## config.mk

```make
export PLATFORM = sky130hd
export DESIGN_NAME = pid_controller_step
export DESIGN_NICKNAME = d
export VERILOG_FILES = /design/src/design/pid_pkg.sv /design/src/design/pid_cfg.sv /design/src/design/pid_front.sv /design/src/design/pid_terms.sv /design/src/design/pid_scale.sv /design/src/design/pid_controller_step.sv
export SDC_FILE = /design/constraint.sdc
export NUM_CORES = 2
export LEC_CHECK = 0
export ABC_AREA = 1
export BUFFER_PORTS_ARGS = -buffer_cell sky130_fd_sc_hd__buf_2
export CORE_ASPECT_RATIO = 1.1
export CORE_MARGIN = 4
export CORE_UTILIZATION = 43
export CTS_CLUSTER_DIAMETER = 200
export CTS_CLUSTER_SIZE = 20
export DETAILED_ROUTE_END_ITERATION = 8
export SKIP_LAST_GASP = 1
export SLEW_MARGIN = 25
export SYNTH_ARGS = -nofsm -noshare
export SYNTH_HDL_FRONTEND = slang
export SYNTH_SLANG_ARGS = --single-unit
```

## constraint.sdc

```tcl
create_clock -name clk -period 6.9 [get_ports clk]
set_input_delay 1.035 -clock clk [delete_from_list [all_inputs] [get_ports clk]]
set_output_delay 1.035 -clock clk [all_outputs]
set_load 0.03 [all_outputs]
```

## src/design/pid_pkg.sv

```systemverilog
`timescale 1ns / 1ps

package pid_pkg;

  localparam int CFG_IDX_W = 3;
  localparam int CFG_DATA_W = 30;
  localparam int GAIN_W = 15;
  localparam int SUM_LIM_W = 30;
  localparam int DATA_W = 16;
  localparam int ERR_W = 17;
  localparam int SUM_W = 31;
  localparam int PTERM_W = 32;
  localparam int ITERM_W = 46;
  localparam int ACC_W = 48;
  localparam int QUOT_W = 15;

  localparam logic [CFG_IDX_W-1:0] REG_P_GAIN        = 3'd0;
  localparam logic [CFG_IDX_W-1:0] REG_I_GAIN        = 3'd1;
  localparam logic [CFG_IDX_W-1:0] REG_D_GAIN        = 3'd2;
  localparam logic [CFG_IDX_W-1:0] REG_MAX_ERROR     = 3'd3;
  localparam logic [CFG_IDX_W-1:0] REG_MAX_SUM_ERROR = 3'd4;

  localparam logic OP_STEP  = 1'b0;
  localparam logic OP_CLEAR = 1'b1;

  typedef struct packed {
    logic [GAIN_W-1:0]    p_gain;
    logic [GAIN_W-1:0]    i_gain;
    logic [GAIN_W-1:0]    d_gain;
    logic [GAIN_W-1:0]    max_error;
    logic [SUM_LIM_W-1:0] max_sum_error;
  } pid_cfg_t;

  // Per-stage load enables of the pipeline, front to back.
  typedef struct packed {
    logic front;
    logic terms;
    logic sum;
    logic quot;
    logic drive;
  } pid_load_t;

  typedef struct packed {
    logic hi;
    logic lo;
  } pid_clip_t;

endpackage

```

## src/design/pid_cfg.sv

```systemverilog
`timescale 1ns / 1ps

module pid_cfg (
  input  logic                                clk,
  input  logic                                rst,
  input  logic                                wr_en,
  input  logic [pid_pkg::CFG_IDX_W-1:0]       wr_index,
  input  logic [pid_pkg::CFG_DATA_W-1:0]      wr_data,
  output pid_pkg::pid_cfg_t                   cfg
);

  pid_pkg::pid_cfg_t regs;

  always_ff @(posedge clk) begin
    if (rst) begin
      regs.p_gain        <= '0;
      regs.i_gain        <= '0;
      regs.d_gain        <= '0;
      regs.max_error     <= '1;
      regs.max_sum_error <= '1;
    end else if (wr_en) begin
      case (wr_index)
        pid_pkg::REG_P_GAIN:        regs.p_gain        <= wr_data[pid_pkg::GAIN_W-1:0];
        pid_pkg::REG_I_GAIN:        regs.i_gain        <= wr_data[pid_pkg::GAIN_W-1:0];
        pid_pkg::REG_D_GAIN:        regs.d_gain        <= wr_data[pid_pkg::GAIN_W-1:0];
        pid_pkg::REG_MAX_ERROR:     regs.max_error     <= wr_data[pid_pkg::GAIN_W-1:0];
        pid_pkg::REG_MAX_SUM_ERROR: regs.max_sum_error <= wr_data[pid_pkg::SUM_LIM_W-1:0];
        default: ;
      endcase
    end
  end

  assign cfg = regs;

endmodule

```

## src/design/pid_front.sv

```systemverilog
`timescale 1ns / 1ps

module pid_front (
  input  logic                                  clk,
  input  logic                                  rst,
  input  logic                                  take,
  input  logic                                  clear,
  input  logic                                  load,
  input  pid_pkg::pid_cfg_t                     cfg,
  input  logic signed [pid_pkg::DATA_W-1:0]     set_point,
  input  logic signed [pid_pkg::DATA_W-1:0]     measured_value,
  output logic signed [pid_pkg::ERR_W-1:0]      err,
  output logic signed [pid_pkg::SUM_W-1:0]      sum,
  output pid_pkg::pid_clip_t                    clip,
  output logic [pid_pkg::DATA_W-1:0]            dmeas
);

  logic signed [pid_pkg::SUM_W-1:0]   integral;
  logic signed [pid_pkg::DATA_W-1:0]  prev_meas;
  logic signed [pid_pkg::ERR_W-1:0]   err_now;
  logic signed [pid_pkg::SUM_W:0]     sum_try;
  logic signed [pid_pkg::SUM_W:0]     lim;
  logic                               sum_hi;
  logic                               sum_lo;
  logic signed [pid_pkg::SUM_W-1:0]   sum_next;
  logic [pid_pkg::DATA_W-1:0]         dmeas_now;

  assign err_now = pid_pkg::ERR_W'(set_point) - pid_pkg::ERR_W'(measured_value);
  assign sum_try = (pid_pkg::SUM_W + 1)'(integral) + (pid_pkg::SUM_W + 1)'(err_now);
  assign lim     = $signed({2'b00, cfg.max_sum_error});
  assign sum_hi  = sum_try > lim;
  assign sum_lo  = sum_try < -lim;

  // The clamp acts on the new sum, so a lowered limit pulls the stored sum back.
  always_comb begin
    if (sum_hi) begin
      sum_next = lim[pid_pkg::SUM_W-1:0];
    end else if (sum_lo) begin
      sum_next = -lim[pid_pkg::SUM_W-1:0];
    end else begin
      sum_next = sum_try[pid_pkg::SUM_W-1:0];
    end
  end

  // Only the low sixteen bits of the measurement change reach the D term.
  assign dmeas_now = prev_meas - measured_value;

  always_ff @(posedge clk) begin
    if (rst) begin
      integral  <= '0;
      prev_meas <= '0;
    end else if (clear) begin
      integral <= '0;
    end else if (take) begin
      integral  <= sum_next;
      prev_meas <= measured_value;
    end
  end

  always_ff @(posedge clk) begin
    if (load) begin
      err     <= err_now;
      sum     <= sum_next;
      clip.hi <= sum_hi;
      clip.lo <= sum_lo;
      dmeas   <= dmeas_now;
    end
  end

endmodule

```

## src/design/pid_terms.sv

```systemverilog
`timescale 1ns / 1ps

module pid_terms #(
  parameter int OUTPUT_LIMIT        = 32767,
  parameter int INTEGRAL_TERM_LIMIT = 1073741823
) (
  input  logic                                  clk,
  input  logic                                  load,
  input  pid_pkg::pid_cfg_t                     cfg,
  input  logic signed [pid_pkg::ERR_W-1:0]      err,
  input  logic signed [pid_pkg::SUM_W-1:0]      sum,
  input  pid_pkg::pid_clip_t                    clip,
  input  logic [pid_pkg::DATA_W-1:0]            dmeas,
  output logic signed [pid_pkg::PTERM_W-1:0]    pterm,
  output logic signed [pid_pkg::ITERM_W-1:0]    iterm,
  output logic signed [pid_pkg::DATA_W-1:0]     dterm
);

  localparam logic signed [pid_pkg::PTERM_W-1:0] P_POS = pid_pkg::PTERM_W'(OUTPUT_LIMIT);
  localparam logic signed [pid_pkg::PTERM_W-1:0] P_NEG = -P_POS;
  localparam logic signed [pid_pkg::ITERM_W-1:0] I_POS = pid_pkg::ITERM_W'(INTEGRAL_TERM_LIMIT);
  localparam logic signed [pid_pkg::ITERM_W-1:0] I_NEG = -I_POS;

  logic signed [pid_pkg::ERR_W-1:0]    lim_e;
  logic                                err_hi;
  logic                                err_lo;
  logic signed [pid_pkg::PTERM_W-1:0]  p_prod;
  logic signed [pid_pkg::ITERM_W-1:0]  i_prod;
  logic [pid_pkg::DATA_W-1:0]          d_low;
  logic signed [pid_pkg::PTERM_W-1:0]  pterm_next;
  logic signed [pid_pkg::ITERM_W-1:0]  iterm_next;

  assign lim_e  = $signed({2'b00, cfg.max_error});
  assign err_hi = err > lim_e;
  assign err_lo = err < -lim_e;

  assign p_prod = $signed({1'b0, cfg.p_gain}) * err;
  assign i_prod = $signed({1'b0, cfg.i_gain}) * sum;
  // The product is taken at sixteen bits, which is the wrap of the D term.
  assign d_low  = pid_pkg::DATA_W'({1'b0, cfg.d_gain} * dmeas);

  always_comb begin
    if (err_hi) begin
      pterm_next = P_POS;
    end else if (err_lo) begin
      pterm_next = P_NEG;
    end else begin
      pterm_next = p_prod;
    end
  end

  always_comb begin
    if (clip.hi) begin
      iterm_next = I_POS;
    end else if (clip.lo) begin
      iterm_next = I_NEG;
    end else begin
      iterm_next = i_prod;
    end
  end

  always_ff @(posedge clk) begin
    if (load) begin
      pterm <= pterm_next;
      iterm <= iterm_next;
      dterm <= $signed(d_low);
    end
  end

endmodule

```

## src/design/pid_scale.sv

```systemverilog
`timescale 1ns / 1ps

module pid_scale #(
  parameter int SCALING_DIVISOR = 128,
  parameter int OUTPUT_LIMIT    = 32767
) (
  input  logic                                  clk,
  input  pid_pkg::pid_load_t                    load,
  input  logic signed [pid_pkg::PTERM_W-1:0]    pterm,
  input  logic signed [pid_pkg::ITERM_W-1:0]    iterm,
  input  logic signed [pid_pkg::DATA_W-1:0]     dterm,
  output logic signed [pid_pkg::DATA_W-1:0]     drive_value
);

  // Any magnitude at or above the threshold saturates, so only magnitudes
  // below it are divided. The reciprocal is rounded up with enough fraction
  // bits that the truncated product equals the exact quotient.
  localparam longint unsigned SAT_THR =
    longint'(OUTPUT_LIMIT + 1) * longint'(SCALING_DIVISOR);
  localparam int MAG_W   = $clog2(SAT_THR);
  localparam int DIV_LOG = $clog2(SCALING_DIVISOR);
  localparam int SHIFT   = MAG_W + DIV_LOG;
  localparam int RECIP_W = MAG_W + 2;
  localparam int PROD_W  = SHIFT + pid_pkg::DATA_W;
  localparam longint unsigned RECIP =
    ((64'd1 << SHIFT) + longint'(SCALING_DIVISOR) - 64'd1) / SCALING_DIVISOR;
  localparam logic [RECIP_W-1:0] RECIP_C = RECIP_W'(RECIP);
  localparam logic [pid_pkg::ACC_W-1:0] SAT_C = pid_pkg::ACC_W'(SAT_THR);
  localparam logic signed [pid_pkg::DATA_W-1:0] LIM_POS = pid_pkg::DATA_W'(OUTPUT_LIMIT);

  logic signed [pid_pkg::ACC_W-1:0]  acc;
  logic [pid_pkg::ACC_W-1:0]         mag_full;
  logic                              acc_neg;

  logic                              neg_a;
  logic                              sat_a;
  logic [MAG_W-1:0]                  mag;

  logic [PROD_W-1:0]                 prod;
  logic                              neg_b;
  logic                              sat_b;
  logic [pid_pkg::QUOT_W-1:0]        quot;

  logic signed [pid_pkg::DATA_W-1:0] quot_s;
  logic signed [pid_pkg::DATA_W-1:0] drive_next;

  assign acc = pid_pkg::ACC_W'(pterm) + pid_pkg::ACC_W'(iterm) + pid_pkg::ACC_W'(dterm);
  assign acc_neg  = acc[pid_pkg::ACC_W-1];
  assign mag_full = acc_neg ? pid_pkg::ACC_W'(-acc) : pid_pkg::ACC_W'(acc);

  always_ff @(posedge clk) begin
    if (load.sum) begin
      neg_a <= acc_neg;
      sat_a <= mag_full >= SAT_C;
      mag   <= mag_full[MAG_W-1:0];
    end
  end

  assign prod = PROD_W'(mag) * PROD_W'(RECIP_C);

  always_ff @(posedge clk) begin
    if (load.quot) begin
      neg_b <= neg_a;
      sat_b <= sat_a;
      quot  <= prod[SHIFT +: pid_pkg::QUOT_W];
    end
  end

  // The quotient is divided as a magnitude, so the sign restored here gives
  // truncation toward zero.
  assign quot_s = $signed({1'b0, quot});

  always_comb begin
    if (sat_b) begin
      drive_next = neg_b ? -LIM_POS : LIM_POS;
    end else begin
      drive_next = neg_b ? -quot_s : quot_s;
    end
  end

  always_ff @(posedge clk) begin
    if (load.drive) begin
      drive_value <= drive_next;
    end
  end

endmodule

```

## src/design/pid_controller_step.sv

```systemverilog
`timescale 1ns / 1ps
// Discrete PID controller step with the derivative taken on the measurement.
// A transaction passes through the front, terms, sum, quotient and drive registers before its result is presented.
// Throughput: one transaction per cycle; the five-stage pipeline only holds on output back-pressure.
// A clear transaction takes one input slot and produces no result.
// Reset (synchronous) empties the pipeline, zeroes the gains, integral sum and previous
// measurement, and sets the error and integral-sum limits to their maxima.

module pid_controller_step #(
  parameter int SCALING_DIVISOR     = 128,
  parameter int OUTPUT_LIMIT        = 32767,
  parameter int INTEGRAL_TERM_LIMIT = 1073741823
) (
  input  logic                                  clk,
  input  logic                                  rst,
  input  logic                                  in_valid,
  output logic                                  in_ready,
  input  logic                                  op,
  input  logic signed [pid_pkg::DATA_W-1:0]     set_point,
  input  logic signed [pid_pkg::DATA_W-1:0]     measured_value,
  output logic                                  out_valid,
  input  logic                                  out_ready,
  output logic signed [pid_pkg::DATA_W-1:0]     drive_value,
  input  logic                                  cfg_valid,
  output logic                                  cfg_ready,
  input  logic [pid_pkg::CFG_IDX_W-1:0]         cfg_index,
  input  logic [pid_pkg::CFG_DATA_W-1:0]        cfg_data
);

  pid_pkg::pid_cfg_t                    cfg;
  pid_pkg::pid_load_t                   load;
  pid_pkg::pid_clip_t                   clip;

  logic                                 v_front;
  logic                                 v_terms;
  logic                                 v_sum;
  logic                                 v_quot;
  logic                                 in_fire;
  logic                                 take;
  logic                                 clear;

  logic signed [pid_pkg::ERR_W-1:0]     err;
  logic signed [pid_pkg::SUM_W-1:0]     sum;
  logic [pid_pkg::DATA_W-1:0]           dmeas;
  logic signed [pid_pkg::PTERM_W-1:0]   pterm;
  logic signed [pid_pkg::ITERM_W-1:0]   iterm;
  logic signed [pid_pkg::DATA_W-1:0]    dterm;

  // Nothing is taken while reset is held, since reset would discard it.
  assign cfg_ready = !rst;

  // A stage loads when it is empty or its contents move on this cycle.
  assign load.drive = !out_valid || out_ready;
  assign load.quot  = !v_quot || load.drive;
  assign load.sum   = !v_sum || load.quot;
  assign load.terms = !v_terms || load.sum;
  assign load.front = !v_front || load.terms;

  assign in_ready = load.front && !rst;
  assign in_fire  = in_valid && in_ready;
  assign take     = in_fire && (op == pid_pkg::OP_STEP);
  assign clear    = in_fire && (op == pid_pkg::OP_CLEAR);

  always_ff @(posedge clk) begin
    if (rst) begin
      v_front   <= 1'b0;
      v_terms   <= 1'b0;
      v_sum     <= 1'b0;
      v_quot    <= 1'b0;
      out_valid <= 1'b0;
    end else begin
      if (load.front) begin
        v_front <= take;
      end
      if (load.terms) begin
        v_terms <= v_front;
      end
      if (load.sum) begin
        v_sum <= v_terms;
      end
      if (load.quot) begin
        v_quot <= v_sum;
      end
      if (load.drive) begin
        out_valid <= v_quot;
      end
    end
  end

  pid_cfg u_cfg (
    .clk      (clk),
    .rst      (rst),
    .wr_en    (cfg_valid && cfg_ready),
    .wr_index (cfg_index),
    .wr_data  (cfg_data),
    .cfg      (cfg)
  );

  pid_front u_front (
    .clk            (clk),
    .rst            (rst),
    .take           (take),
    .clear          (clear),
    .load           (load.front),
    .cfg            (cfg),
    .set_point      (set_point),
    .measured_value (measured_value),
    .err            (err),
    .sum            (sum),
    .clip           (clip),
    .dmeas          (dmeas)
  );

  pid_terms #(
    .OUTPUT_LIMIT        (OUTPUT_LIMIT),
    .INTEGRAL_TERM_LIMIT (INTEGRAL_TERM_LIMIT)
  ) u_terms (
    .clk   (clk),
    .load  (load.terms),
    .cfg   (cfg),
    .err   (err),
    .sum   (sum),
    .clip  (clip),
    .dmeas (dmeas),
    .pterm (pterm),
    .iterm (iterm),
    .dterm (dterm)
  );

  pid_scale #(
    .SCALING_DIVISOR (SCALING_DIVISOR),
    .OUTPUT_LIMIT    (OUTPUT_LIMIT)
  ) u_scale (
    .clk         (clk),
    .load        (load),
    .pterm       (pterm),
    .iterm       (iterm),
    .dterm       (dterm),
    .drive_value (drive_value)
  );

endmodule
```

==> metrics.md <==
| Metric | Value |
|---|---|
| Status | complete, no violations |
| RePlAce Congestion | 0.9253 |
| Total congestion overflow | 0 |
| Max-cap viol count | 0 |
| Commonest cells in the netlist | inv_1 (1886), nand2_1 (1877), fa_1 (821) |
| Combinational Power Share | 0.706 |
| Top delay family on crit path | adder cells |
| Drt via density | 4.985 |
| Internal power | 7.558 mW |
| Top-area cell type share of the netlist area | 0.2920 |
| Share of layout cells above drive strength 1 | 0.06574 |
| Clk_lat worst skew | 610 ps |
| Hold Path Class | reg2reg |
| Vias | 46.30k |
| Setup TNS | 0 ps |
| Clock power frac | 0.084 |
| Hold_buf cts | 0 |
| Bufs on Longest Clock Path | 3 |
| Async S/R FF share, synth | 0 |
| CP max stage cell | fa_1 |
| Synthesis Warnings | 0 |
| Iter 0 DRT Violations | 2943 |
| Avg Inst Size Synth | 7.576 um^2 |
| Top cell by count, worst path | inv_1 |
| Critical Path End | u_terms.iterm[42] |
| FP Rows | 138 |
| Final Max Slew Viols | 0 |
| Routed WL | 157.5 mm |
| Core area | 0.1293 mm^2 |
| R2r startpoint | u_cfg.cfg[61] |
| Clk_skew | 51.21 ps |
| Maximum vdd ir drop | 0.3464 mV |
| TritonRoute pass-1 iters | 7 |
| Worst EP required | 7350 ps |
| Fin nets | 8919 |
| Reg2reg setup slack | 370 ps |
| Vias in the first global route | 47.14k |
| Cell Area, Synth | 0.05628 mm^2 |
| Maximum fanout along the worst path | 11 |
| Leakage | 33.06 nW |
| Critical path capture point type | flop |
| Max-slew headroom | 0.3085 |
| Fin. Hold Viols | 0 |
| RSZ-0062 raised after global routing | yes |
| CTS Root Cell | clkbuf_16 |
| Design area | 0.06109 mm^2 |
| Final setup fails | 0 |
| Die area | 0.1367 mm^2 |
| Tcrit/Tclk final | 0.9457 |
| DRC | 0 |
| Final min period | 6525 ps |
| Power density cells | 273.5 mW/mm^2 |
| Most frequent cell after synthesis | inv_1 |
| Number of flops mapped to enable cells by yosys | 210 |
| Clock slew at reported path FFs | 110 ps |
| Hold_sp | u_scale.mag[17] |
| First-pass GRT wire length | 253.8 mm |
| DIE HEIGHT | 387.4 um |
| GR Util All Layers | 0.2308 |
| Top cells by area, synth | fa_1 (29%), inv_1 (13%), nand2_1 (13%), edfxtp_1 (11%), ha_1 (9.7%) |
| WS Path Type | reg2reg |
| Worst r2r path cells | 29 |
| FMAX | 153.3 MHz |
| DRT antenna net count | 0 |
| Least-Margin Pin Slew | 1037 ps |
| Number of buffers created by CTS | 21 |
| CTS Sinks | 352 |
| Area growth from synthesis to final layout | 8.553% |
| Final core utilization | 0.4724 |
| Crit path DAT | 6980 ps |
| DR WL/cell | 16.96 um |
| Cells after Synth | 7429 |
| Main flop type after synthesis | edfxtp_1 |
| CTS tree | built |
| Worst Setup SP | u_cfg.cfg[61] |
| Io pins | 90 |
| Sequential share of the synthesized area | 0.1626 |
| Initial antenna violation count | 2 |
| PnR Total Power | 16.71 mW |
| DPL Wire Length | 133.8 mm |
| Worst Path Buf+Inv | 10 |
| Syn_nets | 8756 |
| Yosys top cell by area | fa_1 |
| Dpl cell area | 0.05988 mm^2 |
| I/O Buffers | 89 |
| Seq cells post-synth | 352 |
| Netlist cell types | 58 |
| H-tree depth | 1 |
| Switching part of the total | 0.5477 |
| Slowest stage delay, CP | 550 ps |
| Critical path depth | 29 |
| Largest net degree at the start of global routing | 88 |
| Reg power frac | 0.210 |
| Net Sw Power | 9.150 mW |
| Die W | 352.9 um |
| Initial core utilization | 0.4352 |
| Worst reg2reg path endpoint | u_terms.iterm[42] |
| Startpoint Class | flop |
-- power by group through the flow --
stage,Sequential (mW),Clock (mW),Combinational [mW]
2_1_floorplan,3.45,0,8.21
3_3_place_gp,3.76,0,11.2
3_5_place_dp,3.76,0,11.3
4_1_cts,3.71,1.43,11.4
5_1_grt,3.57,1.51,13.4
6_report,3.51,1.40,11.8
-- registers in the layout, indices dropped and copies added, names as in the netlist, 2 cells and up --
register,cells
u_scale.mag,15
u_front.integral,31
u_scale.quot,15
u_front.sum,31
u_front.dmeas,16
u_scale.drive_value,16
u_front.prev_meas,16
u_front.err,17
u_terms.dterm,16
u_terms.pterm,32
u_terms.iterm,46
u_cfg.cfg,90
u_front.clip,2
-- worst register-to-register path, delay by kind of cell, from the launching register on --
kind,cells,cell delay [ps]
and+or+nand+nor,5,600
DFF,1,440
buffers and inverters,10,890
adders and majority gates,7,3370
AOI/OAI and AO/OA,7,1070
-- repair_timing --
action | in CTS | in global routing
setup buffers | 0 | 39
resized for setup | 0 | 23
setup endpoints to repair | 0 | 49
-- cell usage in the layout (no fill, tap or decap), types with 17 or more instances in the layout --
cell,synthesis,final
inv_1,1886,1882
nand2_1,1877,1877
fa_1,821,820
ha_1,435,435
nor2_1,422,421
a21oi_1,282,277
o21ai_0,263,259
buf_4,5,242
nand3_1,225,225
edfxtp_1,210,210
xor2_1,151,150
dfxtp_1,142,132
nand4_1,98,98
buf_2,15,89
xnor2_1,74,74
nor3_1,46,45
o21a_1,39,39
buf_12,0,33
nand2_2,31,31
o211ai_1,27,27
o21bai_1,21,21
clkbuf_16,0,21
a31oi_1,18,17
-- layout make-up --
type / count / area, um^2
Tap cell: 1680 / 2102
Sequential cell: 352 / 9164
Clock buffer: 35 / 588.1
Antenna cell: 2 / 5.005
Inverter: 1891 / 7102
Clock inverter: 2 / 17.52
Multi-Input combinational cell: 4960 / 39170
Timing Repair Buffer: 366 / 2949
Fill cell: 12920 / 68230
-- per-layer routing --
| layer | share of wire | global-route usage | vias up |
|---|---|---|---|
| met4 | 0.025 | 0.05110 | 0 |
| met1 | 0.44 | 0.3104 | 22380 |
| li1 | - | - | 22620 |
| met3 | 0.047 | 0.02082 | 213 |
| met5 | 0 | 0 | - |
| met2 | 0.49 | 0.4052 | 1086 |
-- through the flow --
stage	setup WS, ps	std cells	hold slack [ps]
after floorplan	259.3	7429	400.3
after global placement	73.33	9209	401.5
after detailed placement	-118.0	9209	404.5
final	374.9	9288	408.2
after global routing	-15.43	9286	413.2
after CTS	71.11	9246	413.9
-- logic make-up (layout without fill, tap and decap cells) --
family                     count (synthesis)  after routing  synth area share
and+or+nand+nor                         2764           2764            0.2002
buffers and inverters                   2117           2294            0.1425
adders and majority gates               1256           1256            0.3887
AOI/OAI and AO/OA                        715            715           0.07103
DFF                                      352            352            0.1626
xor gates and xnor gates                 225            225           0.03501
other                                      0              2                 0
-- worst min-delay path by stage --
| stage | end | cells after the start |
|---|---|---|
| 4_1_cts | u_scale.quot[10] | 0 |
| 6_report | u_scale.quot[10] | 0 |
| 5_1_grt | u_scale.quot[10] | 0 |
| 3_3_place_gp | u_scale.quot[14] | 0 |
| 2_1_floorplan | u_scale.neg_b | 0 |
| 3_5_place_dp | u_scale.quot[5] | 0 |
No activity file was read; power rests on OpenSTA's default activity.
